### config.mk
export PLATFORM = sky130hd
export DESIGN_NAME = ars_core
export DESIGN_NICKNAME = d
export VERILOG_FILES = /design/src/hdl/ars_pkg.sv /design/src/hdl/ars_core.sv
export VERILOG_INCLUDE_DIRS = /design/src /design/src/hdl
export SDC_FILE = /design/constraint.sdc
export NUM_CORES = 1
export LEC_CHECK = 0
export ABC_AREA = 1
export BUFFER_PORTS_ARGS = -buffer_cell sky130_fd_sc_hd__buf_2
export CAP_MARGIN = 25
export CORE_MARGIN = 2
export CORE_UTILIZATION = 51
export DETAILED_ROUTE_END_ITERATION = 12
export GPL_ROUTABILITY_DRIVEN = 0
export PLACE_DENSITY = 0.81
export SLEW_MARGIN = 20
export SYNTH_ARGS = -nofsm -noshare
export SYNTH_HDL_FRONTEND = slang
export SYNTH_SLANG_ARGS = --single-unit
### constraint.sdc
create_clock -name aclk -period 9.85 [get_ports aclk]
set_input_delay 1.97 -clock aclk [delete_from_list [all_inputs] [get_ports aclk]]
set_output_delay 1.97 -clock aclk [all_outputs]
set_load 0.1 [all_outputs]
### src/hdl/assert_macros.svh
// Assertion helpers used by ars_core.
`ifndef ASSERT_MACROS_SVH
`define ASSERT_MACROS_SVH

// Property checked at every rising edge of clk while rstn is high.
`define ASSERT_CLK(label, clk, rstn, prop, msg) \
    label: assert property (@(posedge clk) disable iff (!rstn) (prop)) else $error(msg);

// Condition that must never be seen at a rising edge of clk outside reset.
`define ASSERT_NEVER(label, clk, rstn, cond, msg) \
    `ASSERT_CLK(label, clk, rstn, !(cond), msg)

`endif

### src/hdl/ars_pkg.sv
`default_nettype none

package ars_pkg;

    // Fixed field widths.
    localparam int OP_W     = 2;
    localparam int SYM_W    = 8;
    localparam int STATUS_W = 2;
    localparam int ECNT_W   = 11;
    localparam int LIMIT_W  = 16;

    // Operation codes.
    localparam logic [OP_W-1:0] OP_PUSH  = 2'd0;
    localparam logic [OP_W-1:0] OP_READ  = 2'd1;
    localparam logic [OP_W-1:0] OP_CLEAR = 2'd2;

    // Status codes.
    localparam logic [STATUS_W-1:0] STAT_OK       = 2'd0;
    localparam logic [STATUS_W-1:0] STAT_FULL     = 2'd1;
    localparam logic [STATUS_W-1:0] STAT_PAST_END = 2'd2;

    // Sequencer states.
    typedef enum logic [1:0] {
        S_IDLE,
        S_POP_WAIT,
        S_READ_WAIT,
        S_OUT
    } ars_state_t;

    // One result word.
    typedef struct packed {
        logic [ECNT_W-1:0]   entry_count;
        logic [STATUS_W-1:0] status;
        logic                out_valid;
        logic [SYM_W-1:0]    out_symbol;
    } result_t;

endpackage

`default_nettype wire

### src/hdl/ars_core.sv
`default_nettype none

module ars_core
    import ars_pkg::*;
#(
    parameter int STACK_DEPTH = 1024,
    parameter int COUNT_WIDTH = 16
) (
    input  wire logic                             aclk,
    input  wire logic                             aresetn,
    input  wire logic                             cfg_we,
    input  wire logic [LIMIT_W-1:0]               cfg_wdata,
    input  wire logic                             s_valid,
    output logic                                  s_ready,
    input  wire logic [OP_W-1:0]                  op,
    input  wire logic [SYM_W-1:0]                 sym,
    output logic                                  res_valid,
    input  wire logic                             res_ready,
    output result_t                               res,
    output logic                                  mem_en,
    output logic                                  mem_we,
    output logic [$clog2(STACK_DEPTH)-1:0]        mem_addr,
    output logic [SYM_W+COUNT_WIDTH-1:0]          mem_wdata,
    input  wire logic [SYM_W+COUNT_WIDTH-1:0]     mem_rdata
);

`include "assert_macros.svh"

    localparam int IDXW = $clog2(STACK_DEPTH);
    localparam int PTRW = $clog2(STACK_DEPTH + 1);
    localparam int LIMW = (COUNT_WIDTH > LIMIT_W) ? COUNT_WIDTH : LIMIT_W;

    ars_state_t             state_reg, state_next;
    logic [PTRW-1:0]        stack_top_reg, stack_top_next;
    logic [PTRW-1:0]        read_entry_reg, read_entry_next;
    logic [COUNT_WIDTH-1:0] read_emitted_reg, read_emitted_next;
    logic [SYM_W-1:0]       top_sym_reg, top_sym_next;
    logic [COUNT_WIDTH-1:0] top_cnt_reg, top_cnt_next;
    logic [COUNT_WIDTH-1:0] limit_reg, limit_next;
    result_t                res_reg, res_next;

    logic [PTRW-1:0]        top_minus1;
    logic [PTRW-1:0]        top_minus2;
    logic [COUNT_WIDTH:0]   cnt_inc;
    logic [SYM_W-1:0]       rd_sym;
    logic [COUNT_WIDTH-1:0] rd_cnt;
    logic [COUNT_WIDTH-1:0] emitted_inc;
    logic                   rd_done;
    logic [LIMW-1:0]        lim_ext;
    logic [LIMW-1:0]        lim_max;

    // Clamp a written run limit into the range the counters can hold.
    always_comb begin
        lim_max = LIMW'({COUNT_WIDTH{1'b1}});
        lim_ext = LIMW'(cfg_wdata);
        if (lim_ext < LIMW'(2)) begin
            lim_ext = LIMW'(2);
        end else if (lim_ext > lim_max) begin
            lim_ext = lim_max;
        end
        limit_next = cfg_we ? lim_ext[COUNT_WIDTH-1:0] : limit_reg;
    end

    // Shared helper values.
    assign top_minus1  = stack_top_reg - PTRW'(1);
    assign top_minus2  = stack_top_reg - PTRW'(2);
    assign cnt_inc     = {1'b0, top_cnt_reg} + (COUNT_WIDTH+1)'(1);
    assign rd_sym      = (state_reg == S_READ_WAIT) ? mem_rdata[SYM_W+COUNT_WIDTH-1 -: SYM_W]
                                                    : top_sym_reg;
    assign rd_cnt      = (state_reg == S_READ_WAIT) ? mem_rdata[COUNT_WIDTH-1:0] : top_cnt_reg;
    assign emitted_inc = read_emitted_reg + COUNT_WIDTH'(1);
    assign rd_done     = (emitted_inc >= rd_cnt);

    // Sequencer: next state, stack update and memory requests.
    always_comb begin
        state_next        = state_reg;
        stack_top_next    = stack_top_reg;
        read_entry_next   = read_entry_reg;
        read_emitted_next = read_emitted_reg;
        top_sym_next      = top_sym_reg;
        top_cnt_next      = top_cnt_reg;
        res_next          = res_reg;
        mem_en            = 1'b0;
        mem_we            = 1'b0;
        mem_addr          = read_entry_reg[IDXW-1:0];
        mem_wdata         = {top_sym_reg, top_cnt_reg};

        case (state_reg)
            S_IDLE: begin
                if (s_valid) begin
                    res_next   = '0;
                    state_next = S_OUT;
                    case (op)
                        OP_PUSH: begin
                            read_entry_next   = '0;
                            read_emitted_next = '0;
                            if ((stack_top_reg != '0) && (top_sym_reg == sym)) begin
                                if (cnt_inc >= {1'b0, limit_reg}) begin
                                    // Run complete: drop the top entry.
                                    stack_top_next = top_minus1;
                                    if (stack_top_reg >= PTRW'(2)) begin
                                        mem_en     = 1'b1;
                                        mem_addr   = top_minus2[IDXW-1:0];
                                        state_next = S_POP_WAIT;
                                    end
                                end else begin
                                    top_cnt_next = cnt_inc[COUNT_WIDTH-1:0];
                                end
                            end else if (stack_top_reg == PTRW'(STACK_DEPTH)) begin
                                res_next.status = STAT_FULL;
                            end else begin
                                // Spill the old top to memory and start a new run.
                                if (stack_top_reg != '0) begin
                                    mem_en   = 1'b1;
                                    mem_we   = 1'b1;
                                    mem_addr = top_minus1[IDXW-1:0];
                                end
                                top_sym_next   = sym;
                                top_cnt_next   = COUNT_WIDTH'(1);
                                stack_top_next = stack_top_reg + PTRW'(1);
                            end
                        end
                        OP_READ: begin
                            if (read_entry_reg >= stack_top_reg) begin
                                res_next.status = STAT_PAST_END;
                            end else if (read_entry_reg == top_minus1) begin
                                // The top entry lives in registers.
                                res_next.out_symbol = rd_sym;
                                res_next.out_valid  = 1'b1;
                                if (rd_done) begin
                                    read_entry_next   = read_entry_reg + PTRW'(1);
                                    read_emitted_next = '0;
                                end else begin
                                    read_emitted_next = emitted_inc;
                                end
                            end else begin
                                mem_en     = 1'b1;
                                state_next = S_READ_WAIT;
                            end
                        end
                        OP_CLEAR: begin
                            stack_top_next    = '0;
                            read_entry_next   = '0;
                            read_emitted_next = '0;
                        end
                        default: begin
                        end
                    endcase
                    res_next.entry_count = ECNT_W'(stack_top_next);
                end
            end
            S_POP_WAIT: begin
                // Entry below the old top becomes the new top.
                top_sym_next = mem_rdata[SYM_W+COUNT_WIDTH-1 -: SYM_W];
                top_cnt_next = mem_rdata[COUNT_WIDTH-1:0];
                state_next   = S_OUT;
            end
            S_READ_WAIT: begin
                res_next.out_symbol = rd_sym;
                res_next.out_valid  = 1'b1;
                if (rd_done) begin
                    read_entry_next   = read_entry_reg + PTRW'(1);
                    read_emitted_next = '0;
                end else begin
                    read_emitted_next = emitted_inc;
                end
                state_next = S_OUT;
            end
            S_OUT: begin
                if (res_ready) begin
                    state_next = S_IDLE;
                end
            end
            default: begin
                state_next = S_IDLE;
            end
        endcase
    end

    // Control registers.
    always_ff @(posedge aclk) begin
        if (!aresetn) begin
            state_reg        <= S_IDLE;
            stack_top_reg    <= '0;
            read_entry_reg   <= '0;
            read_emitted_reg <= '0;
            limit_reg        <= COUNT_WIDTH'(2);
        end else begin
            state_reg        <= state_next;
            stack_top_reg    <= stack_top_next;
            read_entry_reg   <= read_entry_next;
            read_emitted_reg <= read_emitted_next;
            limit_reg        <= limit_next;
        end
    end

    // Top entry and result word.
    always_ff @(posedge aclk) begin
        top_sym_reg <= top_sym_next;
        top_cnt_reg <= top_cnt_next;
        res_reg     <= res_next;
    end

    assign s_ready   = (state_reg == S_IDLE);
    assign res_valid = (state_reg == S_OUT);
    assign res       = res_reg;

    `ASSERT_NEVER(a_top_in_range, aclk, aresetn, stack_top_reg > PTRW'(STACK_DEPTH),
        "stack top beyond depth")
    `ASSERT_CLK(a_wait_to_out, aclk, aresetn,
        (state_reg == S_READ_WAIT || state_reg == S_POP_WAIT) |=> (state_reg == S_OUT),
        "memory wait not followed by result")
    `ASSERT_CLK(a_res_held, aclk, aresetn, (res_valid && !res_ready) |=> $stable(res_reg),
        "pending result changed")
    `ASSERT_CLK(a_full_flag, aclk, aresetn,
        (res_valid && res_reg.status == STAT_FULL) |-> (stack_top_reg == PTRW'(STACK_DEPTH)),
        "full status without a full stack")

endmodule

`default_nettype wire

==> impl_metrics.prom, run 1 <==
# TYPE chip_impl_metric gauge
chip_impl_metric{name="ys_types",unit=""} 46
chip_impl_metric{name="cts_htree_levels",unit=""} 3
chip_impl_metric{name="sequential_power_share",unit=""} 0.249
chip_impl_metric{name="globalRouteTotalUtil",unit=""} 0.273
chip_impl_metric{name="hold_slack",unit="ns"} 0.477
chip_impl_metric{name="design.final.nets",unit=""} 1400
chip_impl_metric{name="synth_compound_area_frac",unit=""} 0.143
chip_impl_metric{name="total_switching_power",unit="mW"} 1.48
chip_impl_metric{name="first_global_vias",unit=""} 7561
chip_impl_info{name="hold_path_startpoint",value="limit_reg[10]"} 1
chip_impl_metric{name="antenna_cells_inserted",unit=""} 0
chip_impl_metric{name="period_minus_slack",unit="ns"} 7.32
chip_impl_info{name="synth-main-ff-cell",value="dfxtp_1"} 1
chip_impl_metric{name="io_pins",unit=""} 115
chip_impl_info{name="run_status",value="finished clean"} 1
chip_impl_metric{name="number_of_gates_resized_after_cts",unit=""} 0
chip_impl_info{name="crit_path_end_kind",value="output port"} 1
chip_impl_info{name="hp-class",value="flop to flop"} 1
chip_impl_metric{name="finalSetupViolCount",unit=""} 0
chip_impl_info{name="criticalPathCategory",value="flop to output port"} 1
chip_impl_metric{name="maxSlewHeadroom",unit=""} 0.340
chip_impl_metric{name="synthesis.instances",unit=""} 1209
chip_impl_info{name="min_to",value="limit_reg[10]"} 1
chip_impl_metric{name="firstDrtPassIters",unit=""} 6
chip_impl_metric{name="r2r_slack",unit="ns"} 5.15
chip_impl_metric{name="power.share.combinational",unit=""} 0.602
chip_impl_metric{name="synth_enable_flop_cells",unit=""} 46
chip_impl_metric{name="power_frac_clock",unit=""} 0.149
chip_impl_metric{name="grt_antenna_before_repair",unit=""} 0
chip_impl_metric{name="clock_sink_count",unit=""} 102
chip_impl_metric{name="largest_register_ffs",unit=""} 22
chip_impl_metric{name="io_buffers",unit=""} 114
chip_impl_metric{name="insertion_delay",unit="ns"} 0.37
chip_impl_metric{name="floorplan.die_area",unit="µm²"} 17100
chip_impl_info{name="worst_r2r_endpoint",value="read_emitted_reg[6]"} 1
chip_impl_metric{name="synth_fa_ha_area_frac",unit=""} 0.0853
chip_impl_metric{name="yosysWarnings",unit=""} 0
chip_impl_metric{name="tritoncts.num_buffers",unit=""} 9
chip_impl_info{name="critPathLaunchType",value="flop"} 1
chip_impl_info{name="netlist_top_cells_count",value="nand2_1, inv_1, nand3_1"} 1
chip_impl_metric{name="synth_top_area_share",unit=""} 0.168
chip_impl_metric{name="number_of_filler_instances_in_the_final_layout",unit=""} 1489
chip_impl_metric{name="setup_tns",unit="ns"} 0
chip_impl_metric{name="cap_violations",unit=""} 0
chip_impl_metric{name="power.leakage",unit="nW"} 4.25
chip_impl_info{name="clockRootBuffer",value="clkbuf_16"} 1
chip_impl_metric{name="cts_buffer_depth",unit=""} 2
chip_impl_metric{name="viasPerCell",unit=""} 5.70
chip_impl_metric{name="core",unit="µm²"} 15800
chip_impl_metric{name="worst_path_clk_slew",unit="ns"} 0.08
chip_impl_metric{name="slew_viol_final",unit=""} 0
chip_impl_metric{name="routed_wl",unit="mm"} 23.3
chip_impl_metric{name="syn-num-nets",unit=""} 1320
chip_impl_metric{name="post_route_cells_drive_above_1_share",unit=""} 0.134
chip_impl_metric{name="chipHeight",unit="µm"} 131
chip_impl_metric{name="grt_max_degree",unit=""} 39
chip_impl_metric{name="dp_hpwl",unit="mm"} 17.1
chip_impl_metric{name="ant_nets",unit=""} 0
chip_impl_metric{name="core.rowCount",unit=""} 46
chip_impl_metric{name="die_boundary_width",unit="µm"} 131
chip_impl_metric{name="synth.ff_latch_count",unit=""} 102
chip_impl_metric{name="grt-ovfl-total",unit=""} 0
chip_impl_metric{name="worstRegToRegCells",unit=""} 18
chip_impl_metric{name="clock_skew",unit="ns"} 0.0129
chip_impl_metric{name="max-vdd-ir-drop",unit="mV"} 0.205
chip_impl_info{name="tritoncts_clock_tree",value="yes"} 1
chip_impl_info{name="yosys.cell_count.top_type",value="nand2_1"} 1
chip_impl_metric{name="fmax",unit="GHz"} 0.137
chip_impl_metric{name="synth.yosys.seq_area_share",unit=""} 0.305
chip_impl_info{name="grt_setup_unrepaired",value="no"} 1
chip_impl_metric{name="synth.area.mux_share",unit=""} 0
chip_impl_metric{name="post_synth_xor_area_fraction",unit=""} 0.0489
chip_impl_metric{name="violation_count_after_the_first_detailed_route_iteration",unit=""} 1000
chip_impl_info{name="largest_family_of_logic_cells_by_synthesized_area",value="simple AND/OR/NAND/NOR gates"} 1
chip_impl_metric{name="powerDensity",unit="nW/µm²"} 283
chip_impl_info{name="synth_top_cell_by_area",value="edfxtp_1"} 1
chip_impl_metric{name="tightest_slew",unit="ns"} 0.988
chip_impl_metric{name="syn_to_final_growth",unit="%"} 11.4
chip_impl_metric{name="num_vias",unit=""} 8608
chip_impl_metric{name="synth_area",unit="µm²"} 8210
chip_impl_metric{name="routed_wire_length_per_instance",unit="µm"} 15.4
chip_impl_metric{name="worst_path_fanout_max",unit=""} 14
chip_impl_metric{name="hold_buffers",unit=""} 0
chip_impl_metric{name="min_period_over_period",unit=""} 0.743
chip_impl_metric{name="setup_buffers_after_cts",unit=""} 0
chip_impl_metric{name="finalHoldViolCount",unit=""} 0
chip_impl_metric{name="switching_share",unit=""} 0.571
chip_impl_metric{name="syn_avg_cell_area",unit="µm²"} 6.79
chip_impl_metric{name="detail_route.drc_violations",unit=""} 0
chip_impl_metric{name="cell_internal_pwr",unit="mW"} 1.11
chip_impl_metric{name="crit_required",unit="ns"} 7.88
chip_impl_info{name="synthTopCellsByArea",value="edfxtp_1, nand2_1, dfxtp_1"} 1
chip_impl_metric{name="global_route_wire_length_before_repair",unit="mm"} 37.4
chip_impl_metric{name="synth_simple_gate_area_share",unit=""} 0.312
chip_impl_metric{name="fraction_of_registers_with_async_set_or_reset_after_synthesis",unit=""} 0
chip_impl_metric{name="holdPathStages",unit=""} 2
chip_impl_info{name="startpoint_of_the_lowest_slack_register_to_register_path",value="read_emitted_reg[0]"} 1
chip_impl_metric{name="floorplan.initialDensity",unit=""} 0.519
chip_impl_metric{name="worst-endpoint-arrival",unit="ns"} 5.35
[worst max-delay path, cell delays in order (launching register included)]
cell	delay, ns
edfxtp_1	0.44
ha_1	0.21
nand3_1	0.12
inv_1	0.11
nand3_1	0.12
nor4_1	0.35
nand4_1	0.18
nor2_1	0.18
xnor2_1	0.17
inv_1	0.07
ha_1	0.29
nand2_1	0.07
nor2_1	0.11
nand2_1	0.06
nor3b_1	0.19
nor2_1	0.06
nand3_1	0.29
nand2_2	0.28
nor2_2	0.52
inv_1	0.28
nand2_1	0.13
nand3_1	0.08
a21oi_1	0.21
buf_2	0.46
[per-stage QoR]
stage	cell area, µm²	setup slack (ns)	power (mW)	utilization	instances
after floorplan	8210	1.86	1.90	-	1209
after global placement	8840	3.32	2.16	0.558	1493
after detailed placement	8840	3.03	2.18	0.559	1494
after CTS	9150	2.64	2.57	0.578	1510
after global routing	9150	2.10	2.76	0.578	1510
final	9150	2.53	2.59	0.578	1510
[placed cells by master (no fill, tap or decap), types with 2 or more instances in the layout]
cell       count
and3_1         2
o21ai_0       58
nor4_1         4
clkbuf_16      9
nand2_4        2
or2_2          3
nor2_4         3
nor2_2         9
o21a_1         2
nor2_1        84
nand2_1      318
xor2_1        36
nor3_1        17
o21ai_2        2
nand4_1       30
o31ai_1        3
ha_1          56
a31oi_1        3
inv_8          2
dfxtp_1       56
buf_4          5
edfxtp_1      46
o22ai_1       12
xnor2_1        8
inv_2          5
clkinv_1       6
buf_2        115
nand2_2       10
o221ai_1       7
inv_1        151
a211oi_1      21
o211ai_1       3
nand3_1       98
nand3b_1       2
a21oi_1       92
[per-layer routing]
layer / routed length (µm) / up-vias / GRT usage / share of wire
li1: - / 4163 / - / -
met1: 10100 / 3900 / 0.382 / 0.44
met2: 10300 / 478 / 0.426 / 0.44
met3: 2010 / 67 / 0.0403 / 0.087
met4: 755 / 0 / 0.110 / 0.032
met5: 0 / - / 0 / 0
[kinds of logic after synthesis]
group | after synthesis
adder cells (fa/ha/maj) | 56
AND/OR/NAND/NOR | 586
AO/OA/AOI/OAI | 208
buffers and inverters | 212
flip-flops | 102
XOR/XNOR | 45
[power groups by stage]
stage	logic (mW)	registers [mW]	clock network, mW
final	1.56	0.646	0.385
after global routing	1.70	0.658	0.402
after CTS	1.54	0.642	0.386
after detailed placement	1.53	0.651	0
after global placement	1.51	0.649	0
after floorplan	0.875	1.03	0
[worst max-delay path by stage]
stage,startpoint,endpoint,cells after the start
final,top_cnt_reg[0],mem_addr[5],23
after detailed placement,top_cnt_reg[0],mem_addr[5],23
after CTS,top_cnt_reg[0],mem_addr[5],23
after global routing,top_cnt_reg[0],mem_addr[5],23
after global placement,top_cnt_reg[0],mem_addr[5],23
after floorplan,op[1],mem_addr[0],7
[cell type report]
| type | instances | area, µm² | area share |
|---|---|---|---|
| well taps | 216 | 270 | 0.0295 |
| inverters | 161 | 604 | 0.0661 |
| multi-input cells | 895 | 4850 | 0.530 |
| clock buffers | 10 | 239 | 0.0261 |
| clock inverters | 6 | 67.6 | 0.00739 |
| repair buffers | 120 | 613 | 0.0670 |
| flip-flops and latches | 102 | 2500 | 0.274 |
(Power assumes the default switching activity.)
==> run 2, diff against run 1 <==
--- a/config.mk
+++ b/config.mk
@@ -6,14 +6,14 @@
 export SDC_FILE = /design/constraint.sdc
 export NUM_CORES = 1
 export LEC_CHECK = 0
-export ABC_AREA = 1
+export ABC_AREA = 0
 export BUFFER_PORTS_ARGS = -buffer_cell sky130_fd_sc_hd__buf_2
 export CAP_MARGIN = 25
 export CORE_MARGIN = 2
 export CORE_UTILIZATION = 51
 export DETAILED_ROUTE_END_ITERATION = 12
 export GPL_ROUTABILITY_DRIVEN = 0
-export PLACE_DENSITY = 0.81
+export PLACE_DENSITY = 0.82
 export SLEW_MARGIN = 20
 export SYNTH_ARGS = -nofsm -noshare
 export SYNTH_HDL_FRONTEND = slang
==> constraint.sdc (replaced) <==
create_clock -name aclk -period 7 [get_ports aclk]
set_input_delay 1.4 -clock aclk [delete_from_list [all_inputs] [get_ports aclk]]
set_output_delay 1.4 -clock aclk [all_outputs]
set_load 0.1 [all_outputs]
==> run 2 against run 1 <==
Sequential cell count unchanged. Register-to-register slack lost 2.6 ns. Critical path type unchanged. Sequential power is 27% higher. Clock-buffer cell count up 2. Cell count down 24%. Area after synthesis down 9.0%. Routed wire length decreased by 11%. Non-clock buffer count up 4. Clock power increased by 22%. Power increased by 1.1%.
==> impl_metrics.prom, run 2 <==
# TYPE chip_impl_metric gauge
chip_impl_info{name="run_status",value="finished clean"} 1
chip_impl_metric{name="design.final.nets",unit=""} 1073
chip_impl_metric{name="setup_tns",unit="ns"} 0
chip_impl_metric{name="hold_slack",unit="ns"} 0.485
chip_impl_metric{name="min_period_over_period",unit=""} 0.829
chip_impl_metric{name="total_power",unit="mW"} 2.62
chip_impl_metric{name="numPlacedInstances",unit=""} 1135
chip_impl_metric{name="max-vdd-ir-drop",unit="mV"} 0.167
chip_impl_metric{name="utilization",unit=""} 0.583
chip_impl_metric{name="final_cells",unit=""} 1152
chip_impl_metric{name="globalRouteTotalUtil",unit=""} 0.259
chip_impl_metric{name="grt_antenna_before_repair",unit=""} 1
chip_impl_metric{name="timing.final.ws_setup",unit="ns"} 1.19
chip_impl_info{name="grt_setup_unrepaired",value="no"} 1
chip_impl_metric{name="worst_path_clk_slew",unit="ns"} 0.07
chip_impl_metric{name="io_pins",unit=""} 115
chip_impl_metric{name="synth_enable_flop_cells",unit=""} 46
chip_impl_metric{name="synth_area",unit="µm²"} 7470
chip_impl_metric{name="power.leakage",unit="nW"} 3.47
chip_impl_info{name="crit_path_end_kind",value="output port"} 1
chip_impl_metric{name="routed_wl",unit="mm"} 20.8
chip_impl_info{name="critPathLaunchType",value="flop"} 1
chip_impl_metric{name="cpPeakStageDelay",unit="ns"} 0.49
chip_impl_info{name="netlist_top_cells_count",value="nand2_1, a21oi_1, nor2_1"} 1
chip_impl_metric{name="core.rowCount",unit=""} 44
chip_impl_metric{name="syn_avg_cell_area",unit="µm²"} 8.53
chip_impl_metric{name="tritoncts.num_buffers",unit=""} 9
chip_impl_metric{name="powerDensity",unit="nW/µm²"} 311
chip_impl_metric{name="clock_skew",unit="ns"} 0.0110
chip_impl_metric{name="grt_max_degree",unit=""} 26
chip_impl_metric{name="setup_buffers_after_cts",unit=""} 0
chip_impl_metric{name="floorplan.die_area",unit="µm²"} 15600
chip_impl_info{name="criticalPathCategory",value="flop to output port"} 1
chip_impl_metric{name="syn-num-nets",unit=""} 987
chip_impl_metric{name="io_buffers",unit=""} 114
chip_impl_metric{name="synth.ff_latch_count",unit=""} 102
chip_impl_metric{name="maxSlewHeadroom",unit=""} 0.314
chip_impl_metric{name="cts_htree_levels",unit=""} 3
chip_impl_metric{name="finalHoldViolCount",unit=""} 0
chip_impl_info{name="hp-class",value="flop to flop"} 1
chip_impl_info{name="tritoncts_clock_tree",value="yes"} 1
chip_impl_metric{name="period_minus_slack",unit="ns"} 5.81
chip_impl_info{name="yosys.cell_count.top_type",value="nand2_1"} 1
chip_impl_metric{name="cts_buffer_depth",unit=""} 2
chip_impl_metric{name="die_boundary_width",unit="µm"} 125
chip_impl_metric{name="place_worst_setup_slack",unit="ns"} 1.37
chip_impl_metric{name="synth.yosys.seq_area_share",unit=""} 0.335
chip_impl_info{name="clockRootBuffer",value="clkbuf_16"} 1
chip_impl_metric{name="cap_violations",unit=""} 0
chip_impl_metric{name="grt-ovfl-total",unit=""} 0
chip_impl_metric{name="num_vias",unit=""} 7113
chip_impl_metric{name="synth_top_area_share",unit=""} 0.185
chip_impl_metric{name="dpl_cell_area",unit="µm²"} 8150
chip_impl_metric{name="number_of_filler_instances_in_the_final_layout",unit=""} 1262
chip_impl_metric{name="ys_types",unit=""} 69
chip_impl_metric{name="worst-endpoint-arrival",unit="ns"} 4.41
chip_impl_metric{name="hold_buffers",unit=""} 0
chip_impl_metric{name="slew_viol_final",unit=""} 0
chip_impl_metric{name="synthesis.instances",unit=""} 876
chip_impl_metric{name="yosysWarnings",unit=""} 0
chip_impl_metric{name="number_of_gates_resized_after_cts",unit=""} 0
chip_impl_metric{name="floorplan.initialDensity",unit=""} 0.518
chip_impl_metric{name="chipHeight",unit="µm"} 125
chip_impl_metric{name="fraction_of_registers_with_async_set_or_reset_after_synthesis",unit=""} 0
chip_impl_metric{name="tightest_slew",unit="ns"} 1.03
chip_impl_metric{name="stdcell_area",unit="µm²"} 8410
chip_impl_metric{name="syn_to_final_growth",unit="%"} 12.6
chip_impl_metric{name="firstDrtPassIters",unit=""} 9
chip_impl_metric{name="fmax",unit="GHz"} 0.172
chip_impl_metric{name="finalSetupViolCount",unit=""} 0
chip_impl_metric{name="clock_sink_count",unit=""} 102
chip_impl_metric{name="detail_route.drc_violations",unit=""} 0
chip_impl_metric{name="post_route_cells_drive_above_1_share",unit=""} 0.165
chip_impl_metric{name="viasPerCell",unit=""} 6.17
chip_impl_metric{name="crit_required",unit="ns"} 5.60
chip_impl_metric{name="core",unit="µm²"} 14400
chip_impl_info{name="synthTopCellsByArea",value="edfxtp_1, dfxtp_1, ha_1"} 1
chip_impl_metric{name="insertion_delay",unit="ns"} 0.35
chip_impl_info{name="synth_top_cell_by_area",value="edfxtp_1"} 1
chip_impl_metric{name="largest_register_ffs",unit=""} 22
chip_impl_metric{name="worst_path_fanout_max",unit=""} 13
chip_impl_metric{name="first_global_vias",unit=""} 6568
chip_impl_metric{name="routed_wire_length_per_instance",unit="µm"} 18.0
chip_impl_info{name="layout_commonest_cell",value="buf_2"} 1
chip_impl_metric{name="dp_hpwl",unit="mm"} 15.5
chip_impl_info{name="path_cells",value="and4_1 > and4_1 > and3_1 > and3_1 > xor2_1 > ha_1 > nand3_1 > nor4_1 > a211oi_1 > buf_4 > or3_1 > o221ai_1 > a22o_1 > buf_2"} 1
chip_impl_info{name="synth-main-ff-cell",value="dfxtp_1"} 1
chip_impl_metric{name="ant_nets",unit=""} 0
chip_impl_metric{name="violation_count_after_the_first_detailed_route_iteration",unit=""} 929
chip_impl_info{name="commonest_cells_after_routing_fill_and_taps_aside",value="buf_2, nand2_1, a21oi_1"} 1
chip_impl_info{name="critPathSlowestCell",value="edfxtp_1"} 1
chip_impl_metric{name="global_route_wire_length_before_repair",unit="mm"} 33.3
run 2: worst paths after layout:
check / start / to / slack (ns) / depth (start not counted)
worst max register to register: read_emitted_reg[0] / read_entry_reg[8] / 2.57 / 14
worst max-delay path: top_cnt_reg[3] / mem_addr[7] / 1.19 / 14
worst min register to register: read_emitted_reg[13] / read_emitted_reg[13] / 0.49 / 2
worst min-delay path: read_emitted_reg[13] / read_emitted_reg[13] / 0.49 / 2
run 2: report_power, final:
| part | internal, mW | switching (mW) |
|---|---|---|
| Clock | 0.242 | 0.228 |
| Combinational | 0.298 | 1.03 |
| Sequential | 0.751 | 0.0697 |
| Total | 1.29 | 1.33 |
run 2: final cells by class:
cell class                 count  area (µm²)  share of cell area
sequential                   102        2500               0.297
antenna                        1        2.50            0.000297
clock inverter                 4        26.3             0.00312
timing repair buffer         124         646              0.0767
tap                          184         230              0.0274
clock buffer                  12         236              0.0281
multi-input combinational    678        4590               0.546
inverter                      47         176              0.0210
run 2: logic make-up (layout without fill, tap and decap cells):
logic type | after synthesis | count (layout) | share of synthesized area
and+or+nand+nor | 310 | 310 | 0.206
xor gates and xnor gates | 58 | 58 | 0.0716
adders and majority gates | 56 | 56 | 0.0937
other | 0 | 1 | 0
buffers and inverters | 96 | 187 | 0.0506
muxes | 40 | 40 | 0.0551
AOI/OAI and AO/OA | 214 | 214 | 0.188
DFF | 102 | 102 | 0.335
run 2: routing by layer:
layer / wire (µm) / track usage / vias up
li1: - / - / 3407
met1: 8720 / 0.353 / 3234
met2: 9440 / 0.412 / 410
met3: 1950 / 0.0458 / 62
met4: 665 / 0.101 / 0
met5: 0 / 0 / -
run 2: critical path, delay by kind of cell (launching register included):
kind	cells	cell delay, ns
DFF	1	0.49
AOI/OAI and AO/OA	3	0.53
buffers and inverters	2	0.64
xor gates and xnor gates	1	0.17
adders and majority gates	1	0.29
and+or+nand+nor	7	1.94
==> run 3, diff against run 2 <==
--- a/config.mk
+++ b/config.mk
@@ -6,14 +6,14 @@
 export SDC_FILE = /design/constraint.sdc
 export NUM_CORES = 1
 export LEC_CHECK = 0
-export ABC_AREA = 0
+export ABC_AREA = 1
 export BUFFER_PORTS_ARGS = -buffer_cell sky130_fd_sc_hd__buf_2
 export CAP_MARGIN = 25
 export CORE_MARGIN = 2
 export CORE_UTILIZATION = 51
 export DETAILED_ROUTE_END_ITERATION = 12
 export GPL_ROUTABILITY_DRIVEN = 0
-export PLACE_DENSITY = 0.82
+export PLACE_DENSITY = 0.81
 export SLEW_MARGIN = 20
 export SYNTH_ARGS = -nofsm -noshare
 export SYNTH_HDL_FRONTEND = slang
==> constraint.sdc (replaced) <==
create_clock -name aclk -period 5.7 [get_ports aclk]
set_input_delay 1.14 -clock aclk [delete_from_list [all_inputs] [get_ports aclk]]
set_output_delay 1.14 -clock aclk [all_outputs]
set_load 0.1 [all_outputs]
==> run 3 against run 2 <==
Via count grew 18%. Highest routed layer unchanged. Largest cell class unchanged. Sequential power grew 36%. Global-route usage grew 0.75 points.
==> impl_metrics.prom, run 3 (synthesis gave the netlist of run 1 again) <==
# TYPE chip_impl_metric gauge
chip_impl_info{name="run_status",value="finished clean"} 1
chip_impl_metric{name="cpPeakStageDelay",unit="ns"} 0.43
chip_impl_info{name="hp-class",value="flop to flop"} 1
chip_impl_metric{name="design.final.nets",unit=""} 1405
chip_impl_metric{name="total_power",unit="mW"} 4.54
chip_impl_metric{name="clock_skew",unit="ns"} 0.0122
chip_impl_metric{name="die_boundary_width",unit="µm"} 131
chip_impl_metric{name="slew_viol_final",unit=""} 0
chip_impl_metric{name="numPlacedInstances",unit=""} 1496
chip_impl_info{name="critPathLaunchType",value="flop"} 1
chip_impl_metric{name="global_route_wire_length_before_repair",unit="mm"} 36.4
chip_impl_info{name="tritoncts_clock_tree",value="yes"} 1
chip_impl_metric{name="power.leakage",unit="nW"} 4.31
chip_impl_info{name="criticalPathCategory",value="flop to output port"} 1
chip_impl_metric{name="globalRouteTotalUtil",unit=""} 0.267
chip_impl_metric{name="largest_register_ffs",unit=""} 22
chip_impl_metric{name="final_cells",unit=""} 1515
chip_impl_metric{name="hold_buffers",unit=""} 0
chip_impl_metric{name="num_vias",unit=""} 8406
chip_impl_metric{name="ant_nets",unit=""} 0
chip_impl_metric{name="grt_antenna_before_repair",unit=""} 0
chip_impl_info{name="grt_setup_unrepaired",value="yes"} 1
chip_impl_metric{name="critical_path_depth",unit=""} 23
chip_impl_info{name="layout_commonest_cell",value="nand2_1"} 1
chip_impl_metric{name="routed_wl",unit="mm"} 23.0
chip_impl_metric{name="violation_count_after_the_first_detailed_route_iteration",unit=""} 856
chip_impl_info{name="critical-path-top-delay-family",value="simple AND/OR/NAND/NOR gates"} 1
chip_impl_metric{name="floorplan.initialDensity",unit=""} 0.519
chip_impl_metric{name="max-vdd-ir-drop",unit="mV"} 0.308
chip_impl_metric{name="worst-endpoint-arrival",unit="ns"} 4.33
chip_impl_metric{name="tritoncts.num_buffers",unit=""} 9
chip_impl_metric{name="min_period_over_period",unit=""} 0.960
chip_impl_metric{name="syn_to_final_growth",unit="%"} 14.4
chip_impl_info{name="critPathSlowestCell",value="edfxtp_1"} 1
chip_impl_metric{name="grt-ovfl-total",unit=""} 0
chip_impl_metric{name="cap_violations",unit=""} 0
chip_impl_metric{name="io_buffers",unit=""} 114
chip_impl_metric{name="dp_hpwl",unit="mm"} 17.3
chip_impl_metric{name="floorplan.die_area",unit="µm²"} 17100
chip_impl_metric{name="worstRegToRegCells",unit=""} 19
chip_impl_metric{name="firstDrtPassIters",unit=""} 6
chip_impl_metric{name="cts_htree_levels",unit=""} 3
chip_impl_metric{name="io_pins",unit=""} 115
chip_impl_metric{name="finalSetupViolCount",unit=""} 0
chip_impl_metric{name="chipHeight",unit="µm"} 131
chip_impl_metric{name="crit_required",unit="ns"} 4.56
chip_impl_metric{name="routed_wire_length_per_instance",unit="µm"} 15.2
chip_impl_metric{name="setup_tns",unit="ns"} 0
chip_impl_metric{name="crit_buf_inv",unit=""} 4
chip_impl_metric{name="detail_route.drc_violations",unit=""} 0
chip_impl_metric{name="finalHoldViolCount",unit=""} 0
chip_impl_metric{name="stdcell_area",unit="µm²"} 9390
chip_impl_metric{name="clock_sink_count",unit=""} 102
chip_impl_metric{name="core.rowCount",unit=""} 46
chip_impl_metric{name="insertion_delay",unit="ns"} 0.36
chip_impl_metric{name="post_route_cells_drive_above_1_share",unit=""} 0.151
chip_impl_metric{name="viasPerCell",unit=""} 5.55
chip_impl_metric{name="maxSlewHeadroom",unit=""} 0.330
chip_impl_metric{name="tightest_slew",unit="ns"} 1.01
chip_impl_metric{name="cts_buffer_depth",unit=""} 2
chip_impl_info{name="crit_path_end_kind",value="output port"} 1
chip_impl_metric{name="period_minus_slack",unit="ns"} 5.47
chip_impl_metric{name="fmax",unit="GHz"} 0.183
chip_impl_metric{name="antenna_cells_inserted",unit=""} 0
chip_impl_info{name="path_cells",value="ha_2 > nand3_2 > inv_2 > nand3_4 > nor4_4 > nand4_1 > nor2_1 > xnor2_1 > inv_1 > ha_1 > nand2_1 > nor2_1 > nand2_1 > nor3b_2 > nor2_1 > nand3_2 > nand2_4 > nor2_4 > inv_1 > nand2_1 > nand3_1 > a21oi_4 > buf_8"} 1
chip_impl_metric{name="core",unit="µm²"} 15800
chip_impl_info{name="commonest_cells_after_routing_fill_and_taps_aside",value="nand2_1, inv_1, buf_2"} 1
chip_impl_metric{name="number_of_filler_instances_in_the_final_layout",unit=""} 1460
chip_impl_metric{name="first_global_vias",unit=""} 7453
chip_impl_metric{name="hold_slack",unit="ns"} 0.475
chip_impl_metric{name="grt_max_degree",unit=""} 39
chip_impl_metric{name="worst_path_clk_slew",unit="ns"} 0.07
chip_impl_metric{name="powerDensity",unit="nW/µm²"} 484
chip_impl_metric{name="holdPathStages",unit=""} 2
chip_impl_info{name="clockRootBuffer",value="clkbuf_16"} 1
chip_impl_metric{name="dpl_cell_area",unit="µm²"} 8990
chip_impl_metric{name="worst_path_fanout_max",unit=""} 15
[run 3: final cells by class]
class | instances | area (µm²) | area share
tap | 216 | 270 | 0.0288
inverter | 161 | 604 | 0.0643
sequential | 102 | 2500 | 0.266
timing repair buffer | 124 | 696 | 0.0741
clock buffer | 13 | 283 | 0.0301
clock inverter | 3 | 40.0 | 0.00426
multi-input combinational | 896 | 5000 | 0.532
[run 3: stage by stage]
stage,utilization,worst slack (ns)
global route,0.593,-0.0756
detailed placement,0.568,0.250
finish,0.593,0.230
CTS,0.590,0.103
global placement,0.568,0.470
floorplan,-,-0.0271
[run 3: metal layers]
layer	track usage	routed length, µm
met2	0.427	10400
met1	0.360	9960
met5	0	0
met4	0.118	876
met3	0.0375	1720
[run 3: final timing paths]
kind,start,endpoint,slack [ns]
worst min-delay path,limit_reg[8],limit_reg[8],0.47
worst min register to register,limit_reg[8],limit_reg[8],0.47
worst max register to register,read_emitted_reg[0],read_emitted_reg[2],1.56
worst max-delay path,top_cnt_reg[0],mem_addr[5],0.23
[run 3: tightest hold or removal path: stages, from the launching register on]
cell,delay [ns]
dfxtp_1,0.30
inv_1,0.07
a211oi_1,0.07
[run 3: timing repair]
item	in CTS	in global routing
gates cloned	0	1
resized for setup	9	10
hold endpoints to repair	0	0
setup endpoints to repair	8	11
pin swaps	0	1
buffers inserted	0	2
[run 3: where the power goes]
part | switching, mW | total, mW | internal, mW
sequential | 0.160 | 1.12 | 0.962
combinational | 2.12 | 2.75 | 0.634
clock | 0.276 | 0.670 | 0.393
